### config.mk
export PLATFORM = sky130hd
export DESIGN_NAME = ipv4_receive_classifier_core
export DESIGN_NICKNAME = d
export VERILOG_FILES = /design/src/sv/ipv4rc_pkg.sv /design/src/sv/ipv4rc_front.sv /design/src/sv/ipv4rc_fifo.sv /design/src/sv/ipv4rc_back.sv /design/src/sv/ipv4_receive_classifier_core.sv
export SDC_FILE = /design/constraint.sdc
export NUM_CORES = 1
export LEC_CHECK = 0
export BUFFER_PORTS_ARGS = -buffer_cell sky130_fd_sc_hd__clkbuf_2
export CAP_MARGIN = 10
export CORE_ASPECT_RATIO = 1.5
export CORE_MARGIN = 2
export CORE_UTILIZATION = 60
export CTS_CLUSTER_SIZE = 16
export DETAILED_ROUTE_END_ITERATION = 16
export GPL_TIMING_DRIVEN = 0
export HOLD_SLACK_MARGIN = 0.06
export PLACE_DENSITY_LB_ADDON = 0.08
export SKIP_LAST_GASP = 1
export SLEW_MARGIN = 0
export SYNTH_ARGS = -nofsm -noshare
export SYNTH_HDL_FRONTEND = slang
export SYNTH_SLANG_ARGS = --single-unit
### constraint.sdc
create_clock -name clk -period 8.3 [get_ports clk]
set_clock_uncertainty 0.2 [all_clocks]
set_input_delay 1.66 -clock clk [delete_from_list [all_inputs] [get_ports clk]]
set_output_delay 1.66 -clock clk [all_outputs]
set_load 0.005 [all_outputs]
### src/sv/ipv4rc_pkg.sv
`default_nettype none
package ipv4rc_pkg;

	// header layout and protocol codes
	localparam logic [15:0] MIN_HEADER      = 16'd20;
	localparam logic [15:0] ICMP_HEADER_LEN = 16'd8;
	localparam logic [7:0]  PROTO_ICMP      = 8'd1;
	localparam logic [7:0]  PROTO_UDP       = 8'd17;
	localparam logic [7:0]  ICMP_TYPE_REPLY = 8'd0;
	localparam logic [7:0]  ICMP_TYPE_REQ   = 8'd8;
	localparam logic [15:0] COUNT_MAX       = 16'hFFFF;
	localparam logic [3:0]  IHL_MASK        = 4'hF;

	// byte positions inside the header
	localparam logic [15:0] POS_VER_IHL  = 16'd0;
	localparam logic [15:0] POS_TLEN_HI  = 16'd2;
	localparam logic [15:0] POS_TLEN_LO  = 16'd3;
	localparam logic [15:0] POS_PROTO    = 16'd9;
	localparam logic [15:0] POS_CSUM_HI  = 16'd10;
	localparam logic [15:0] POS_CSUM_LO  = 16'd11;
	localparam logic [15:0] POS_SRC_LO   = 16'd12;
	localparam logic [15:0] POS_SRC_HI   = 16'd15;

	// queue between front and back
	localparam int FIFO_AW    = 2;
	localparam int FIFO_DEPTH = 1 << FIFO_AW;

	typedef enum logic [3:0] {
		V_SHORT      = 4'd0,
		V_BAD_HDR    = 4'd1,
		V_TRUNCATED  = 4'd2,
		V_TOTAL_LOW  = 4'd3,
		V_ECHO_REPLY = 4'd4,
		V_ECHO_REQ   = 4'd5,
		V_ICMP_OTHER = 4'd6,
		V_UDP        = 4'd7,
		V_OTHER      = 4'd8
	} verdict_t;

	// everything the front captured for one packet
	typedef struct packed {
		logic [15:0] count;
		logic [5:0]  hdr_bytes;
		logic [15:0] len_field;
		logic [7:0]  protocol;
		logic [15:0] hdr_csum;
		logic [15:0] running_sum;
		logic [31:0] source;
		logic [7:0]  icmp_type;
	} packet_rec_t;

endpackage
`default_nettype wire

### src/sv/ipv4rc_front.sv
`default_nettype none
module ipv4rc_front (
	input  wire logic                      clk,
	input  wire logic                      arst_n,
	input  wire logic                      byte_valid,
	input  wire logic [7:0]                data_byte,
	input  wire logic                      last,
	input  wire logic                      queue_full,
	output logic                           byte_ready,
	output logic                           rec_push,
	output ipv4rc_pkg::packet_rec_t        rec_data
);

	logic [15:0] cnt_q;
	logic [7:0]  vl_q;
	logic [15:0] tlen_q;
	logic [7:0]  proto_q;
	logic [31:0] src_q;
	logic [15:0] ssum_q;
	logic [15:0] rsum_q;
	logic [7:0]  hold_q;
	logic [7:0]  icmp_q;

	logic [15:0] pos;
	logic [7:0]  vl_n;
	logic [5:0]  hdr;
	logic [15:0] hdr16;
	logic [15:0] tlen_n;
	logic [7:0]  proto_n;
	logic [31:0] src_n;
	logic [15:0] ssum_n;
	logic [15:0] rsum_n;
	logic [7:0]  hold_n;
	logic [7:0]  icmp_n;
	logic [15:0] cnt_n;
	logic [7:0]  word_lo;
	logic [16:0] sum_wide;
	logic        accept;

	assign byte_ready = !queue_full;
	assign accept     = byte_valid && byte_ready;
	assign pos        = cnt_q;

	// header field capture with the current byte folded in
	always_comb begin
		vl_n    = (pos == ipv4rc_pkg::POS_VER_IHL) ? data_byte : vl_q;
		hdr     = {vl_n[3:0] & ipv4rc_pkg::IHL_MASK, 2'b00};
		hdr16   = {10'd0, hdr};
		tlen_n  = tlen_q;
		if (pos == ipv4rc_pkg::POS_TLEN_HI) begin
			tlen_n = {data_byte, tlen_q[7:0]};
		end
		if (pos == ipv4rc_pkg::POS_TLEN_LO) begin
			tlen_n = {tlen_q[15:8], data_byte};
		end
		proto_n = (pos == ipv4rc_pkg::POS_PROTO) ? data_byte : proto_q;
		ssum_n  = ssum_q;
		if (pos == ipv4rc_pkg::POS_CSUM_HI) begin
			ssum_n = {data_byte, ssum_q[7:0]};
		end
		if (pos == ipv4rc_pkg::POS_CSUM_LO) begin
			ssum_n = {ssum_q[15:8], data_byte};
		end
		src_n = src_q;
		if (pos >= ipv4rc_pkg::POS_SRC_LO && pos <= ipv4rc_pkg::POS_SRC_HI) begin
			src_n = {src_q[23:0], data_byte};
		end
		icmp_n = icmp_q;
		if (pos >= ipv4rc_pkg::MIN_HEADER && pos == hdr16) begin
			icmp_n = data_byte;
		end
		cnt_n = (cnt_q == ipv4rc_pkg::COUNT_MAX) ? cnt_q : cnt_q + 16'd1;
	end

	// ones'-complement sum, checksum field counted as zero
	always_comb begin
		word_lo  = (pos == ipv4rc_pkg::POS_CSUM_HI || pos == ipv4rc_pkg::POS_CSUM_LO)
			? 8'd0 : data_byte;
		hold_n   = hold_q;
		rsum_n   = rsum_q;
		sum_wide = {1'b0, rsum_q} + {1'b0, hold_q, word_lo};
		if (pos < hdr16) begin
			if (!pos[0]) begin
				hold_n = word_lo;
			end else begin
				rsum_n = sum_wide[15:0] + {15'd0, sum_wide[16]};
			end
		end
	end

	// packet record on the final byte
	always_comb begin
		rec_push             = accept && last;
		rec_data.count       = cnt_n;
		rec_data.hdr_bytes   = hdr;
		rec_data.len_field   = tlen_n;
		rec_data.protocol    = proto_n;
		rec_data.hdr_csum    = ssum_n;
		rec_data.running_sum = rsum_n;
		rec_data.source      = src_n;
		rec_data.icmp_type   = icmp_n;
	end

	// per-packet state, cleared after the final byte
	always_ff @(posedge clk or negedge arst_n) begin
		if (!arst_n) begin
			cnt_q   <= '0;
			vl_q    <= '0;
			tlen_q  <= '0;
			proto_q <= '0;
			src_q   <= '0;
			ssum_q  <= '0;
			rsum_q  <= '0;
			hold_q  <= '0;
			icmp_q  <= '0;
		end else if (accept) begin
			if (last) begin
				cnt_q   <= '0;
				vl_q    <= '0;
				tlen_q  <= '0;
				proto_q <= '0;
				src_q   <= '0;
				ssum_q  <= '0;
				rsum_q  <= '0;
				hold_q  <= '0;
				icmp_q  <= '0;
			end else begin
				cnt_q   <= cnt_n;
				vl_q    <= vl_n;
				tlen_q  <= tlen_n;
				proto_q <= proto_n;
				src_q   <= src_n;
				ssum_q  <= ssum_n;
				rsum_q  <= rsum_n;
				hold_q  <= hold_n;
				icmp_q  <= icmp_n;
			end
		end
	end

endmodule
`default_nettype wire

### src/sv/ipv4rc_fifo.sv
`default_nettype none
module ipv4rc_fifo (
	input  wire logic                      clk,
	input  wire logic                      arst_n,
	input  wire logic                      push,
	input  wire ipv4rc_pkg::packet_rec_t   push_data,
	output logic                           full,
	input  wire logic                      pop,
	output logic                           empty,
	output ipv4rc_pkg::packet_rec_t        pop_data
);

	ipv4rc_pkg::packet_rec_t             mem_q [ipv4rc_pkg::FIFO_DEPTH];
	logic [ipv4rc_pkg::FIFO_AW-1:0]      wr_q;
	logic [ipv4rc_pkg::FIFO_AW-1:0]      rd_q;
	logic [ipv4rc_pkg::FIFO_AW:0]        cnt_q;

	assign full     = (cnt_q == (ipv4rc_pkg::FIFO_AW+1)'(ipv4rc_pkg::FIFO_DEPTH));
	assign empty    = (cnt_q == '0);
	assign pop_data = mem_q[rd_q];

	// entry storage
	always_ff @(posedge clk) begin
		if (push) begin
			mem_q[wr_q] <= push_data;
		end
	end

	// pointers and fill count
	always_ff @(posedge clk or negedge arst_n) begin
		if (!arst_n) begin
			wr_q  <= '0;
			rd_q  <= '0;
			cnt_q <= '0;
		end else begin
			if (push) begin
				wr_q <= wr_q + 1'b1;
			end
			if (pop) begin
				rd_q <= rd_q + 1'b1;
			end
			if (push && !pop) begin
				cnt_q <= cnt_q + 1'b1;
			end else if (pop && !push) begin
				cnt_q <= cnt_q - 1'b1;
			end
		end
	end

	a_no_overflow: assert property (@(posedge clk) disable iff (!arst_n)
		!(push && full)) else $error("record pushed into full queue");
	a_no_underflow: assert property (@(posedge clk) disable iff (!arst_n)
		!(pop && empty)) else $error("record popped from empty queue");
	a_count_bound: assert property (@(posedge clk) disable iff (!arst_n)
		cnt_q <= (ipv4rc_pkg::FIFO_AW+1)'(ipv4rc_pkg::FIFO_DEPTH))
		else $error("queue fill count out of range");

endmodule
`default_nettype wire

### src/sv/ipv4rc_back.sv
`default_nettype none
module ipv4rc_back (
	input  wire logic                      clk,
	input  wire logic                      arst_n,
	input  wire logic                      rec_empty,
	input  wire ipv4rc_pkg::packet_rec_t   rec,
	output logic                           rec_pop,
	output logic                           out_valid,
	input  wire logic                      out_ready,
	output logic [71:0]                    out_data
);

	logic                   out_valid_q;
	ipv4rc_pkg::verdict_t   verdict_q;
	logic                   ck_ok_q;
	logic [7:0]             proto_q;
	logic [5:0]             hdr_q;
	logic [15:0]            body_q;
	logic [31:0]            src_q;
	logic                   seen_out_q;
	logic                   reply_q;

	ipv4rc_pkg::verdict_t   verdict;
	logic [15:0]            hdr16;
	logic [15:0]            body;
	logic                   ck_ok;
	logic                   long_icmp;

	assign rec_pop   = !rec_empty && (!out_valid_q || out_ready);
	assign out_valid = out_valid_q;
	assign out_data  = {4'd0, seen_out_q, src_q, body_q, hdr_q, proto_q, ck_ok_q, verdict_q};

	// length checks and protocol classification
	always_comb begin
		hdr16     = {10'd0, rec.hdr_bytes};
		body      = rec.len_field - hdr16;
		ck_ok     = (~rec.running_sum) == rec.hdr_csum;
		long_icmp = body >= ipv4rc_pkg::ICMP_HEADER_LEN;
		if (rec.count < ipv4rc_pkg::MIN_HEADER) begin
			verdict = ipv4rc_pkg::V_SHORT;
		end else if (hdr16 < ipv4rc_pkg::MIN_HEADER || rec.count < hdr16) begin
			verdict = ipv4rc_pkg::V_BAD_HDR;
		end else if (rec.len_field > rec.count) begin
			verdict = ipv4rc_pkg::V_TRUNCATED;
		end else if (rec.len_field < hdr16) begin
			verdict = ipv4rc_pkg::V_TOTAL_LOW;
		end else if (rec.protocol == ipv4rc_pkg::PROTO_ICMP) begin
			if (long_icmp && rec.icmp_type == ipv4rc_pkg::ICMP_TYPE_REPLY) begin
				verdict = ipv4rc_pkg::V_ECHO_REPLY;
			end else if (long_icmp && rec.icmp_type == ipv4rc_pkg::ICMP_TYPE_REQ) begin
				verdict = ipv4rc_pkg::V_ECHO_REQ;
			end else begin
				verdict = ipv4rc_pkg::V_ICMP_OTHER;
			end
		end else if (rec.protocol == ipv4rc_pkg::PROTO_UDP) begin
			verdict = ipv4rc_pkg::V_UDP;
		end else begin
			verdict = ipv4rc_pkg::V_OTHER;
		end
	end

	// result register and sticky echo-reply flag
	always_ff @(posedge clk or negedge arst_n) begin
		if (!arst_n) begin
			out_valid_q <= 1'b0;
			reply_q     <= 1'b0;
		end else begin
			if (rec_pop) begin
				out_valid_q <= 1'b1;
				if (verdict == ipv4rc_pkg::V_ECHO_REPLY) begin
					reply_q <= 1'b1;
				end
			end else if (out_ready) begin
				out_valid_q <= 1'b0;
			end
		end
	end

	// result payload
	always_ff @(posedge clk) begin
		if (rec_pop) begin
			verdict_q  <= verdict;
			seen_out_q <= reply_q || (verdict == ipv4rc_pkg::V_ECHO_REPLY);
			case (verdict)
				ipv4rc_pkg::V_SHORT: begin
					ck_ok_q <= 1'b0;
					proto_q <= '0;
					hdr_q   <= '0;
					body_q  <= '0;
					src_q   <= '0;
				end
				ipv4rc_pkg::V_BAD_HDR: begin
					ck_ok_q <= 1'b0;
					proto_q <= rec.protocol;
					hdr_q   <= rec.hdr_bytes;
					body_q  <= '0;
					src_q   <= rec.source;
				end
				ipv4rc_pkg::V_TRUNCATED, ipv4rc_pkg::V_TOTAL_LOW: begin
					ck_ok_q <= ck_ok;
					proto_q <= rec.protocol;
					hdr_q   <= rec.hdr_bytes;
					body_q  <= '0;
					src_q   <= rec.source;
				end
				default: begin
					ck_ok_q <= ck_ok;
					proto_q <= rec.protocol;
					hdr_q   <= rec.hdr_bytes;
					body_q  <= body;
					src_q   <= rec.source;
				end
			endcase
		end
	end

	a_reply_sticky: assert property (@(posedge clk) disable iff (!arst_n)
		reply_q |=> reply_q) else $error("echo reply flag cleared");

endmodule
`default_nettype wire

### src/sv/ipv4_receive_classifier_core.sv
// IPv4 receive classifier.
// s_* channel: one packet byte per transfer in s_tdata, s_tlast on the final
// byte. The front captures header fields and folds the header checksum as
// bytes stream in; on the final byte it queues a packet record.
// m_* channel: one result per packet: length checks, checksum status,
// protocol class (ICMP echo reply/request/other, UDP, other), header and
// body lengths, source address and a sticky echo-reply-seen flag.
// Throughput: one byte per cycle while the queue is not full, back to back;
// packets may follow each other with no gap; results also leave at one per
// cycle while m_tready is high.
// Path: the final byte's record is written into the queue, then classified
// into the result register, which drives m_tvalid.
// Stall: when m_tready is low the result register holds, records pile up in
// the four-entry queue, and s_tready falls only when that queue is full.
// Reset: arst_n clears all per-packet state, the queue and the sticky flag;
// the queue is then empty, so s_tready is high and the block is ready for a new packet.
`default_nettype none
module ipv4_receive_classifier_core (
	input  wire logic        clk,
	input  wire logic        arst_n,
	input  wire logic        s_tvalid,
	output logic             s_tready,
	input  wire logic [7:0]  s_tdata,   // [7:0] data_byte
	input  wire logic        s_tlast,
	output logic             m_tvalid,
	input  wire logic        m_tready,
	// [3:0] verdict, [4] checksum_ok, [12:5] protocol, [18:13] header_bytes,
	// [34:19] body_bytes, [66:35] source_address, [67] echo_reply_seen
	output logic [71:0]      m_tdata
);

	logic                     queue_full;
	logic                     queue_empty;
	logic                     rec_push;
	logic                     rec_pop;
	ipv4rc_pkg::packet_rec_t  rec_in;
	ipv4rc_pkg::packet_rec_t  rec_out;

	ipv4rc_front u_front (
		.clk        (clk),
		.arst_n     (arst_n),
		.byte_valid (s_tvalid),
		.data_byte  (s_tdata),
		.last       (s_tlast),
		.queue_full (queue_full),
		.byte_ready (s_tready),
		.rec_push   (rec_push),
		.rec_data   (rec_in)
	);

	ipv4rc_fifo u_fifo (
		.clk       (clk),
		.arst_n    (arst_n),
		.push      (rec_push),
		.push_data (rec_in),
		.full      (queue_full),
		.pop       (rec_pop),
		.empty     (queue_empty),
		.pop_data  (rec_out)
	);

	ipv4rc_back u_back (
		.clk       (clk),
		.arst_n    (arst_n),
		.rec_empty (queue_empty),
		.rec       (rec_out),
		.rec_pop   (rec_pop),
		.out_valid (m_tvalid),
		.out_ready (m_tready),
		.out_data  (m_tdata)
	);

endmodule
`default_nettype wire

==> results of run 1 <==
[registers in the layout, summed over array words and instances (netlist names), 2 cells and up]
name,count
u_front.icmp_q,8
u_back.proto_q,8
u_front.vl_q,4
u_back.verdict_q,4
u_front.src_q,32
u_front.proto_q,8
u_back.src_q,32
u_front.hold_q,8
u_front.cnt_q,16
u_back.body_q,16
u_back.hdr_q,4
u_front.ssum_q,16
u_fifo.wr_q,2
u_front.tlen_q,16
u_front.rsum_q,16
u_fifo.cnt_q,3
u_fifo.rd_q,2
u_fifo.mem_q,464
[final cells by class]
cell class	instances	area [um^2]
fill	3091	14300
timing repair buffer	88	688
clock inverter	41	578
sequential	663	19200
tap	588	736
inverter	47	176
clock buffer	69	1530
multi-input combinational	932	8100
buffer	84	380
[kinds of logic after synthesis]
group,count (synthesis)
DFF,663
and+or+nand+nor,341
AOI/OAI and AO/OA,248
muxes,167
buffers and inverters,131
xor gates and xnor gates,113
adders and majority gates,57
other,1
[worst paths after layout]
kind	endpoint	slack, ns	cells past startpoint
worst min register to register	u_back.reply_q$_DFFE_PN0P_	0.26	1
worst max-delay path	u_fifo.mem_q[2][55]$_DFFE_PP_	1.23	24
worst min-delay path	u_back.reply_q$_DFFE_PN0P_	0.26	1
min in group asynchronous	u_front.rsum_q[0]$_DFFE_PN0P_	0.82	1
worst max register to register	u_fifo.mem_q[2][55]$_DFFE_PP_	1.23	24
max in group asynchronous	u_front.proto_q[4]$_DFFE_PN0P_	6.28	2
[cells in the mapped netlist, drive strengths merged (4+ instances only)]
| cell | n |
|---|---|
| a31oi | 5 |
| inv | 47 |
| a21o | 9 |
| edfxtp | 530 |
| nand2b | 4 |
| or4 | 5 |
| xor2 | 54 |
| nor2b | 56 |
| buf | 22 |
| nor2 | 65 |
| and2 | 7 |
| o31ai | 5 |
| o21ai | 50 |
| nand3 | 15 |
| dfrtp | 133 |
| nor4 | 22 |
| a22o | 106 |
| mux2 | 87 |
| nor3 | 19 |
| mux2i | 6 |
| ha | 54 |
| a21oi | 31 |
| nand2 | 89 |
| nand4 | 22 |
| xnor2 | 59 |
| and3 | 12 |
| a211oi | 7 |
| clkbuf | 62 |
| nor3b | 5 |
| nor4b | 5 |
| o21a | 7 |
| o211ai | 5 |
| mux4 | 74 |
[where the power goes]
part	internal [mW]	switching [mW]
clock	1.76	1.20
combinational	1.33	1.99
sequential	4.33	0.188
total	7.42	3.38
[through the flow]
step	instance area, um^2	utilization [%]	hold slack, ns	total power, mW
2_1_floorplan	27900	-	0.220	6.82
3_3_place_gp	29000	63.3	0.230	7.84
3_5_place_dp	29300	64.1	0.244	7.93
4_1_cts	31400	68.7	0.258	10.9
5_1_grt	31400	68.7	0.272	11.3
6_report	31400	68.7	0.260	10.8
[layer usage]
metal,up-vias,global-route usage [%],wire length [um]
met5,-,0,0
met4,0,8.88,2020
met2,433,46.7,32500
li1,6934,-,-
met1,7979,32.3,23800
met3,109,3.01,3010
==> results.md, run 1 <==
- Vias: ~15k
- Sequential fraction of the synthesis area: 69.1%
- Antenna viol nets, final: 0
- Clk buf depth: 3
- Peak fanout along the critical path: 9
- Status: finished, final reports clean
- Die Span X: 180 um
- Cell Area, Synth: 0.0278 mm^2
- CTS tree: done
- DR iter-0 viols: 1230
- Main synth FF type: edfxtp_1
- Nets: 1944
- WS Path Type: flop to flop
- Commonest non-fill, non-tap cell in the layout: edfxtp_1
- CP Launch Point: u_front.cnt_q[7]$_DFFE_PN0P_
- Vias in the first global route: around 16k
- Initial Util: 60.8%
- Post-synthesis async set-or-reset flop share: 20.1%
- Crit path launch type: flop
- XOR/XNOR share of the synthesized area: 3.55%
- Max frequency: 141 MHz
- Pre-CTS setup slack: 0.922 ns
- DR DRC count: 0
- Area delta synth->final: 12.9%
- Ys Warns: 0
- Period utilization: 85.2%
- Antenna cells: 0
- Slew headroom: 18.3%
- CP required: 8.35 ns
- Peak supply drop: around 0.20 mV
- Root Buffer: clkbuf_16
- Worst path cell trace: nor4_1, nand3_1, or3_1, nor3b_1, o21a_1, nor2b_1, ha_1, fa_1, a21o_1, a221o_1, a21o_1, a31o_2, a21oi_1, o21bai_1, a21o_1, ha_1, nand3_1, nor3_1, nand2_1, nor3_1, and3_1, nand3_1, xor2_1, o21ai_0
- Worst Setup End Kind: flop
- Final worst slack: around 1.2 ns
- Post-synthesis compound-gate area fraction: 6.51%
- Syn Inst Count: ~1.7k
- Die footprint: 0.0482 mm^2
- Final hold vios: 0
- Max Cap Viol: 0
- WP buf/inv: 0
- Sink Count: 663
- Largest net degree at the start of global routing: 80
- Synth Area in Simple Gates: under 10%
- Worst R2R Start: u_front.cnt_q[7]$_DFFE_PN0P_
- Tightest Hold Check Type: flop to flop
- Kind of cell adding the most delay to the critical path: compound AO/OA/AOI/OAI gates
- Hold_buf cts: 0
- Post-CTS sizing: 0
- Synth area leader: edfxtp_1
- CP max stage delay: just over 0.8 ns
- Non-filler instance count after layout: 2512
- Worst Hold Launch: u_back.reply_q$_DFFE_PN0P_
- Setup TNS: 0 ns
- Most frequent cells in the layout: 530 x edfxtp_1, 133 x dfrtp_1, 106 x a22o_1
- Post-DR vias/cell: 6.15
- Initial antenna violation count: 1
- Syn Area/Cell: 16.2 um^2
- Adder-cell share of the synthesized area: roughly 2.6%
- Final min period: 7.07 ns
- Share of cells above drive strength 1: 19.8%
- Dpl cells: 2402
- Clock buffer count from CTS: 58
- First-pass GRT wire length: 94000 um
- Slew Limit Fails: 0
- I/O pin count: 87
- Lkg Pwr: 11.8 nW
- Core area: 0.0458 mm^2
- Slew @ Worst Pin: between 1 and 1.5 ns
- H-tree depth: 2
- Power per standard cell area: 344 mW/mm^2
- Rows: 96
- Post-synthesis cell type count: 71
- Largest family of logic cells by synthesized area: multiplexers
- # port buffers: 76
- Final RePlAce weighted congestion: 0.857
- Worst-path clk slew: around 0.060 ns
- GRT Overall Usage: ~26%
- Register bit total from synthesis: 663
- Total gr overflow: 0
- Unrepaired setup endpoints after global routing: no
- Post-synth EDFFs: 530
- Post-CTS setup buffer count: 0
- Synth area leaders: edfxtp_1 57%, dfrtp_1 12%, mux4_2 6.0%
- Post-DP HPWL: 40600 um
- Drt wl/cell: approximately 24 um
- Worst path arrival time: 7.12 ns
- Setup violators final: 0
- Top cell type's share of synthesized area: a little under three fifths
- WL final: 61300 um
- Worst-Skew Late Latency: 0.60 ns
- CP max stage cell: o21ai_0
- Die Height: about 270 um
- First-pass DRT Iterations: 5
- Mux contribution to synthesized area: 9.72%
Note: power is estimated with default switching activity, not from simulation.
==> run 2, diff against run 1 <==
--- a/config.mk
+++ b/config.mk
@@ -9,7 +9,7 @@
 export CAP_MARGIN = 10
 export CORE_ASPECT_RATIO = 1.5
 export CORE_MARGIN = 2
-export CORE_UTILIZATION = 60
+export CORE_UTILIZATION = 30
 export CTS_CLUSTER_SIZE = 16
 export DETAILED_ROUTE_END_ITERATION = 16
 export GPL_TIMING_DRIVEN = 0
==> results.md, run 2 (same netlist as run 1, synthesis figures left out) <==
- Status: finished, final reports clean
- Die Height: 377 um (+41%)
- Total gr overflow: 0 (unchanged)
- Reg2reg end: u_fifo.mem_q[0][55]$_DFFE_PP_
- GRT Overall Usage: 16.1% (-9.6 points)
- Slew @ Worst Pin: 1.20 ns (-0.0266 ns)
- WL final: 75100 um (+22%)
- Clock network power share: 28.3% (+0.9 points)
- Final worst slack: 1.15 ns (-0.0736 ns)
- Reg power frac: 40.6% (-1.2 points)
- I/O pin count: 87 (unchanged)
- Vias: 15.2k (-1.5%)
- Area delta synth->final: 16.3%
- Final min period: 7.15 ns (+0.0736 ns)
- Share of cells above drive strength 1: 20.1% (+0.39 points)
- Regs by FF count: u_fifo.mem_q (464), u_back.src_q (32), u_front.src_q (32)
- Setup slack, reg-to-reg: 1.15 ns (-0.07 ns)
- Root Buffer: clkbuf_16
- Hold path endpoint: u_back.reply_q$_DFFE_PN0P_
- Unrepaired setup endpoints after global routing: no
- Switching power: 3.64 mW (+7.8%)
- CTS tree: done
- Clk buf depth: 3 (unchanged)
- Antenna viol nets, final: 0 (unchanged)
- Worst path arrival time: 7.26 ns (+0.14 ns)
- Worst Setup End Kind: flop
- CP required: 8.41 ns (+0.06 ns)
- Peak supply drop: 0.135 mV (-31%)
- Internal power: 7.49 mW (+0.83%)
- DR iter-0 viols: 923 (-25%)
- Peak fanout along the critical path: 9 (unchanged)
- Switching Fraction: 32.7% (+1.5 points)
- Final RePlAce weighted congestion: 0.754 (-12%)
- Rows: 136 (+42%)
- Die footprint: 0.0953 mm^2 (+98%)
- Final hold vios: 0 (unchanged)
- Max frequency: 140 MHz (-1.0%)
- Nets: 1960 (+0.82%)
- Post-CTS sizing: 0 (unchanged)
- Sink Count: 663 (unchanged)
- Post-DP HPWL: 51000 um (+26%)
- Core area: 0.0919 mm^2 (+100%)
- Max reg flops: 464 (unchanged)
- First-pass GRT wire length: 111000 um (+18%)
- Lkg Pwr: 11.9 nW (+0.80%)
- H-tree depth: 3 (+1)
- Initial antenna violation count: 4 (+3)
- Combinational power share: 31.2% (+0.4 points)
- Pre-CTS setup slack: 0.594 ns (-0.328 ns)
- Worst-Skew Late Latency: 0.63 ns (+0.03 ns)
- Worst Hold Launch: u_back.reply_q$_DFFE_PN0P_
- Worst-path clk slew: 0.07 ns (about the same)
- Crit path launch type: flop
- Max Cap Viol: 0 (unchanged)
- WS Path Type: flop to flop
- Tightest Hold Check Type: flop to flop
- Period utilization: 86.1% (+0.89 points)
- Die Span X: 253 um (+41%)
- Worst R2R Path Depth: 24 (unchanged)
- Setup violators final: 0 (unchanged)
- # port buffers: 76 (unchanged)
- Antenna cells: 0 (unchanged)
- Drt wl/cell: 24.1 um (-1.4%)
- Slew Limit Fails: 0 (unchanged)
- DR DRC count: 0 (unchanged)
- Hold Slack: 0.253 ns (-0.00713 ns)
- Most frequent cells in the layout: 530 x edfxtp_1, 133 x dfrtp_1, 106 x a22o_1
- First-pass DRT Iterations: 5 (unchanged)
- Post-CTS setup buffer count: 0 (unchanged)
- Hold_buf cts: 0 (unchanged)
- Power per standard cell area: 344 mW/mm^2 (about the same)
- Worst R2R Start: u_front.cnt_q[7]$_DFFE_PN0P_
- Vias in the first global route: 16.2k (+0.79%)
- Largest reg by FF count: u_fifo.mem_q
- Slew headroom: 19.2% (+0.93 points)
- Hold Crit Depth: 1 (unchanged)
- Post-DR vias/cell: 4.88 (-21%)
- Clock buffer count from CTS: 70 (+21%)
- Commonest non-fill, non-tap cell in the layout: edfxtp_1
- Largest net degree at the start of global routing: 69 (-14%)
- Initial Util: 30.3% (-31 points)
[run 2: layer usage]
layer | up-vias | part of all wire (%) | GRT usage [%]
li1 | 6970 | - | -
met1 | 7905 | 41 | 19.0
met2 | 256 | 54 | 29.8
met3 | 89 | 3.1 | 2.23
met4 | 2 | 2.4 | 5.58
met5 | - | 0.032 | 0
[run 2: worst max-delay path, stage by stage (launching register included)]
cell      delay (ns)
dfrtp_1         0.43
nor4_1          0.36
nand3_1         0.22
or3_1           0.39
nor3b_1         0.41
o21a_1          0.54
nor2b_1         0.11
ha_1            0.29
clkbuf_1        0.29
a21oi_1         0.19
o211ai_1        0.20
a21o_1          0.16
a31o_2          0.18
a21oi_1         0.10
o21bai_1        0.14
a21o_1          0.25
ha_1            0.20
nand3_1         0.12
nor3_1          0.31
nand2_1         0.12
nor3_1          0.37
and3_1          0.27
nand3_1         0.11
xor2_1          0.19
o21ai_1         0.68
[run 2: worst max path at each step]
stage / from / to / slack (ns) / cells after the start
finish: u_front.cnt_q[7]$_DFFE_PN0P_ / u_fifo.mem_q[0][55]$_DFFE_PP_ / 1.15 / 24
global route: u_front.cnt_q[10]$_DFFE_PN0P_ / u_fifo.mem_q[0][55]$_DFFE_PP_ / 0.55 / 24
CTS: u_front.cnt_q[7]$_DFFE_PN0P_ / u_fifo.mem_q[0][55]$_DFFE_PP_ / 0.96 / 24
detailed placement: s_tdata[0] / u_fifo.mem_q[3][55]$_DFFE_PP_ / 0.59 / 20
global placement: m_tready / u_fifo.cnt_q[1]$_DFFE_PN0P_ / -1.29 / 8
floorplan: m_tready / u_fifo.cnt_q[1]$_DFFE_PN0P_ / 1.67 / 7
[run 2: power groups by stage]
stage	clock [mW]	combinational [mW]	sequential, mW
global placement	0	3.51	4.67
detailed placement	0	3.59	4.59
CTS	3.25	3.60	4.52
global route	3.36	3.87	4.57
finish	3.14	3.47	4.52
floorplan	0	2.23	4.59
[run 2: stage by stage]
stage | util (%) | power [mW] | TNS (ns) | instances | instance area [um^2]
after floorplan | - | 6.82 | 0 | 1726 | 27900
after global placement | 32.3 | 8.17 | -378.75 | 2975 | 29700
after detailed placement | 32.7 | 8.18 | 0 | 2989 | 30100
after CTS | 35.2 | 11.4 | 0 | 3117 | 32300
after global routing | 35.2 | 11.8 | 0 | 3119 | 32400
final | 35.2 | 11.1 | 0 | 3119 | 32400
[run 2: final cells by class]
class / count / area (um^2)
plain buffers: 84 / 380
clock buffers: 95 / 1990
clock inverters: 33 / 283
fillers: 8808 / 59500
inverters: 47 / 176
multi-input cells: 932 / 8100
flip-flops and latches: 663 / 19200
well taps: 1173 / 1470
repair buffers: 92 / 742
==> run 3, diff against run 2 <==
--- a/config.mk
+++ b/config.mk
@@ -9,7 +9,7 @@
 export CAP_MARGIN = 10
 export CORE_ASPECT_RATIO = 1.5
 export CORE_MARGIN = 2
-export CORE_UTILIZATION = 30
+export CORE_UTILIZATION = 40
 export CTS_CLUSTER_SIZE = 16
 export DETAILED_ROUTE_END_ITERATION = 16
 export GPL_TIMING_DRIVEN = 0
==> results.md, run 3 (same netlist as run 1, synthesis figures left out) <==
- Status: finished, final reports clean
- First-pass DRT Iterations: 5 (unchanged)
- Cell mode on critical path: a21o_1
- Filler Cells Inserted: 6004 (-32%)
- Slew Limit Fails: 0 (unchanged)
- Die footprint: 0.0718 mm^2 (-25%)
- Setup violators final: 0 (unchanged)
- WS Path Type: flop to flop
- Non-filler instance count after layout: 2837 (-9.0%)
- Die Height: 327 um (-13%)
- Pre-CTS setup slack: 0.844 ns (+0.250 ns)
- Peak supply drop: 0.178 mV (+32%)
- Design Area, Final: 0.0318 mm^2 (-1.7%)
- Worst path arrival time: 7.21 ns (-0.05 ns)
- Final min period: 7.11 ns (-0.0329 ns)
- I/O pin count: 87 (unchanged)
- DR DRC count: 0 (unchanged)
- Dpl cells: 2718 (-9.1%)
- Share of cells above drive strength 1: 19.7% (-0.46 points)
- Lkg Pwr: 11.8 nW (-0.81%)
- Setup slack, reg-to-reg: 1.19 ns (+0.03 ns)
- CP max stage cell: o21ai_0
- # port buffers: 76 (unchanged)
- GRT Overall Usage: 19.3% (+3.2 points)
- Vias in the first global route: 15.9k (-1.8%)
- Max frequency: 141 MHz (+0.46%)
- Clock buffer count from CTS: 61 (-13%)
- WP buf/inv: 0 (-1)
- Final worst slack: 1.19 ns (+0.0329 ns)
- Total gr overflow: 0 (unchanged)
- Vias: 15.2k (-0.25%)
- DR iter-0 viols: 855 (-7.4%)
- Slew headroom: 13.7% (-5.6 points)
- Max Cap Viol: 0 (unchanged)
- Hold_buf cts: 0 (unchanged)
- CP required: 8.40 ns (about the same)
- Unrepaired setup endpoints after global routing: no
- Commonest non-fill, non-tap cell in the layout: edfxtp_1
- CP max stage delay: 0.80 ns (+0.12 ns)
- Post-DR vias/cell: 5.35 (+9.7%)
- Slew @ Worst Pin: 1.30 ns (+0.0960 ns)
- Initial antenna violation count: 1 (-3)
- WL final: 67800 um (-9.8%)
- Nets: 1953 (-0.36%)
- Rows: 118 (-13%)
- Worst Setup End Kind: flop
- Largest net degree at the start of global routing: 80 (+16%)
- Power per standard cell area: 339 mW/mm^2 (-1.2%)
- Max reg flops: 464 (unchanged)
- First-pass GRT wire length: 101000 um (-8.4%)
- Largest reg by FF count: u_fifo.mem_q
- CTS tree: done
- Worst path cell trace: nor4_1, nand3_1, or3_1, nor3b_1, o21a_1, nor2b_1, ha_1, fa_1, a21o_1, a221o_1, a21o_1, a31o_2, a21oi_1, o21bai_1, a21o_1, ha_1, nand3_1, nor3_1, nand2_1, nor3_1, and3_1, xor2_1, o21ai_0
- Root Buffer: clkbuf_16
- Initial Util: 40.4% (+10 points)
- Dpl cell area: 0.0298 mm^2 (-1.0%)
- Peak fanout along the critical path: 9 (unchanged)
- Antenna viol nets, final: 0 (unchanged)
- Post-CTS setup buffer count: 0 (unchanged)
- Kind of cell adding the most delay to the critical path: compound AO/OA/AOI/OAI gates
- Regs by FF count: u_fifo.mem_q (464), u_back.src_q (32), u_front.src_q (32)
- Hold Slack: 0.256 ns (+0.00250 ns)
- Clk buf depth: 3 (unchanged)
- Tightest Hold Check Type: flop to flop
- Period utilization: 85.7% (-0.40 points)
- Post-CTS sizing: 0 (unchanged)
- Core area: 0.0689 mm^2 (-25%)
- H-tree depth: 2 (-1)
- Most frequent cells in the layout: 530 x edfxtp_1, 133 x dfrtp_1, 106 x a22o_1
- Final hold vios: 0 (unchanged)
- Worst-path clk slew: 0.07 ns (about the same)
- Worst-Skew Late Latency: 0.65 ns (+0.02 ns)
- Crit path launch type: flop
- Area delta synth->final: 14.3%
- Die Span X: 219 um (-13%)
- Post-DP HPWL: 46000 um (-9.9%)
- Layout Utilization: 46.2% (+11 points)
- Final RePlAce weighted congestion: 0.788 (+4.6%)
- Sink Count: 663 (unchanged)
- Drt wl/cell: 23.9 um (-0.82%)
[run 3: cell types whose count changed in the layout (fill, tap and decap cells not counted), moves of 2 or more]
cell / previous run / this run
clkbuf_16: 73 / 61
clkbuf_1: 76 / 83
clkinv_1: 11 / 5
inv_6: 5 / 0
clkinv_2: 8 / 12
buf_12: 5 / 2
buf_16: 7 / 10
clkinvlp_4: 5 / 2
bufinv_16: 4 / 6
clkbuf_8: 9 / 7
[run 3: area by class of cell]
cell class	instances	area [um^2]	share of cell area [%]
flip-flops and latches	663	19200	60.5
multi-input cells	932	8100	25.4
clock buffers	88	1690	5.30
well taps	900	1130	3.54
repair buffers	94	776	2.44
plain buffers	84	380	1.20
clock inverters	28	340	1.07
inverters	47	176	0.554
diodes	1	2.50	0.00786
[run 3: per-layer routing]
layer  share of wire [%]  global-route usage (%)  wire length [um]
met5                   0                       0                 0
met3                 3.2                    2.92              2160
met2                  53                    34.5             35600
met1                  41                    23.7             27800
met4                 3.1                    6.57              2130
[run 3: worst register-to-register path, delay by kind of cell (launching register included)]
| kind | cells | cell delay, ns |
|---|---|---|
| DFF | 1 | 0.43 |
| adders and majority gates | 3 | 0.91 |
| xor gates and xnor gates | 1 | 0.15 |
| and+or+nand+nor | 10 | 2.10 |
| AOI/OAI and AO/OA | 9 | 2.98 |
[run 3: report_power, final]
part           internal, mW  total, mW  switching, mW
clock network          1.61       2.85           1.24
registers              4.33       4.51          0.179
logic                  1.36       3.44           2.09
total                  7.29       10.8           3.51
[run 3: path summary, 6_finish.rpt]
kind | cells past startpoint | start | to
worst max-delay path | 23 | u_front.cnt_q[6]$_DFFE_PN0P_ | u_fifo.mem_q[3][51]$_DFFE_PP_
worst min-delay path | 1 | u_back.reply_q$_DFFE_PN0P_ | u_back.reply_q$_DFFE_PN0P_
worst max register to register | 23 | u_front.cnt_q[6]$_DFFE_PN0P_ | u_fifo.mem_q[3][51]$_DFFE_PP_
worst min register to register | 1 | u_back.reply_q$_DFFE_PN0P_ | u_back.reply_q$_DFFE_PN0P_
max in group asynchronous | 2 | arst_n | u_front.tlen_q[15]$_DFFE_PN0P_
min in group asynchronous | 1 | arst_n | u_front.rsum_q[1]$_DFFE_PN0P_
[run 3: metrics by stage]
step	setup TNS [ns]	total power [mW]
2_1_floorplan	0	6.82
3_3_place_gp	-198.53	8.04
3_5_place_dp	0	8.09
4_1_cts	0	10.9
5_1_grt	0	11.4
6_report	0	10.8
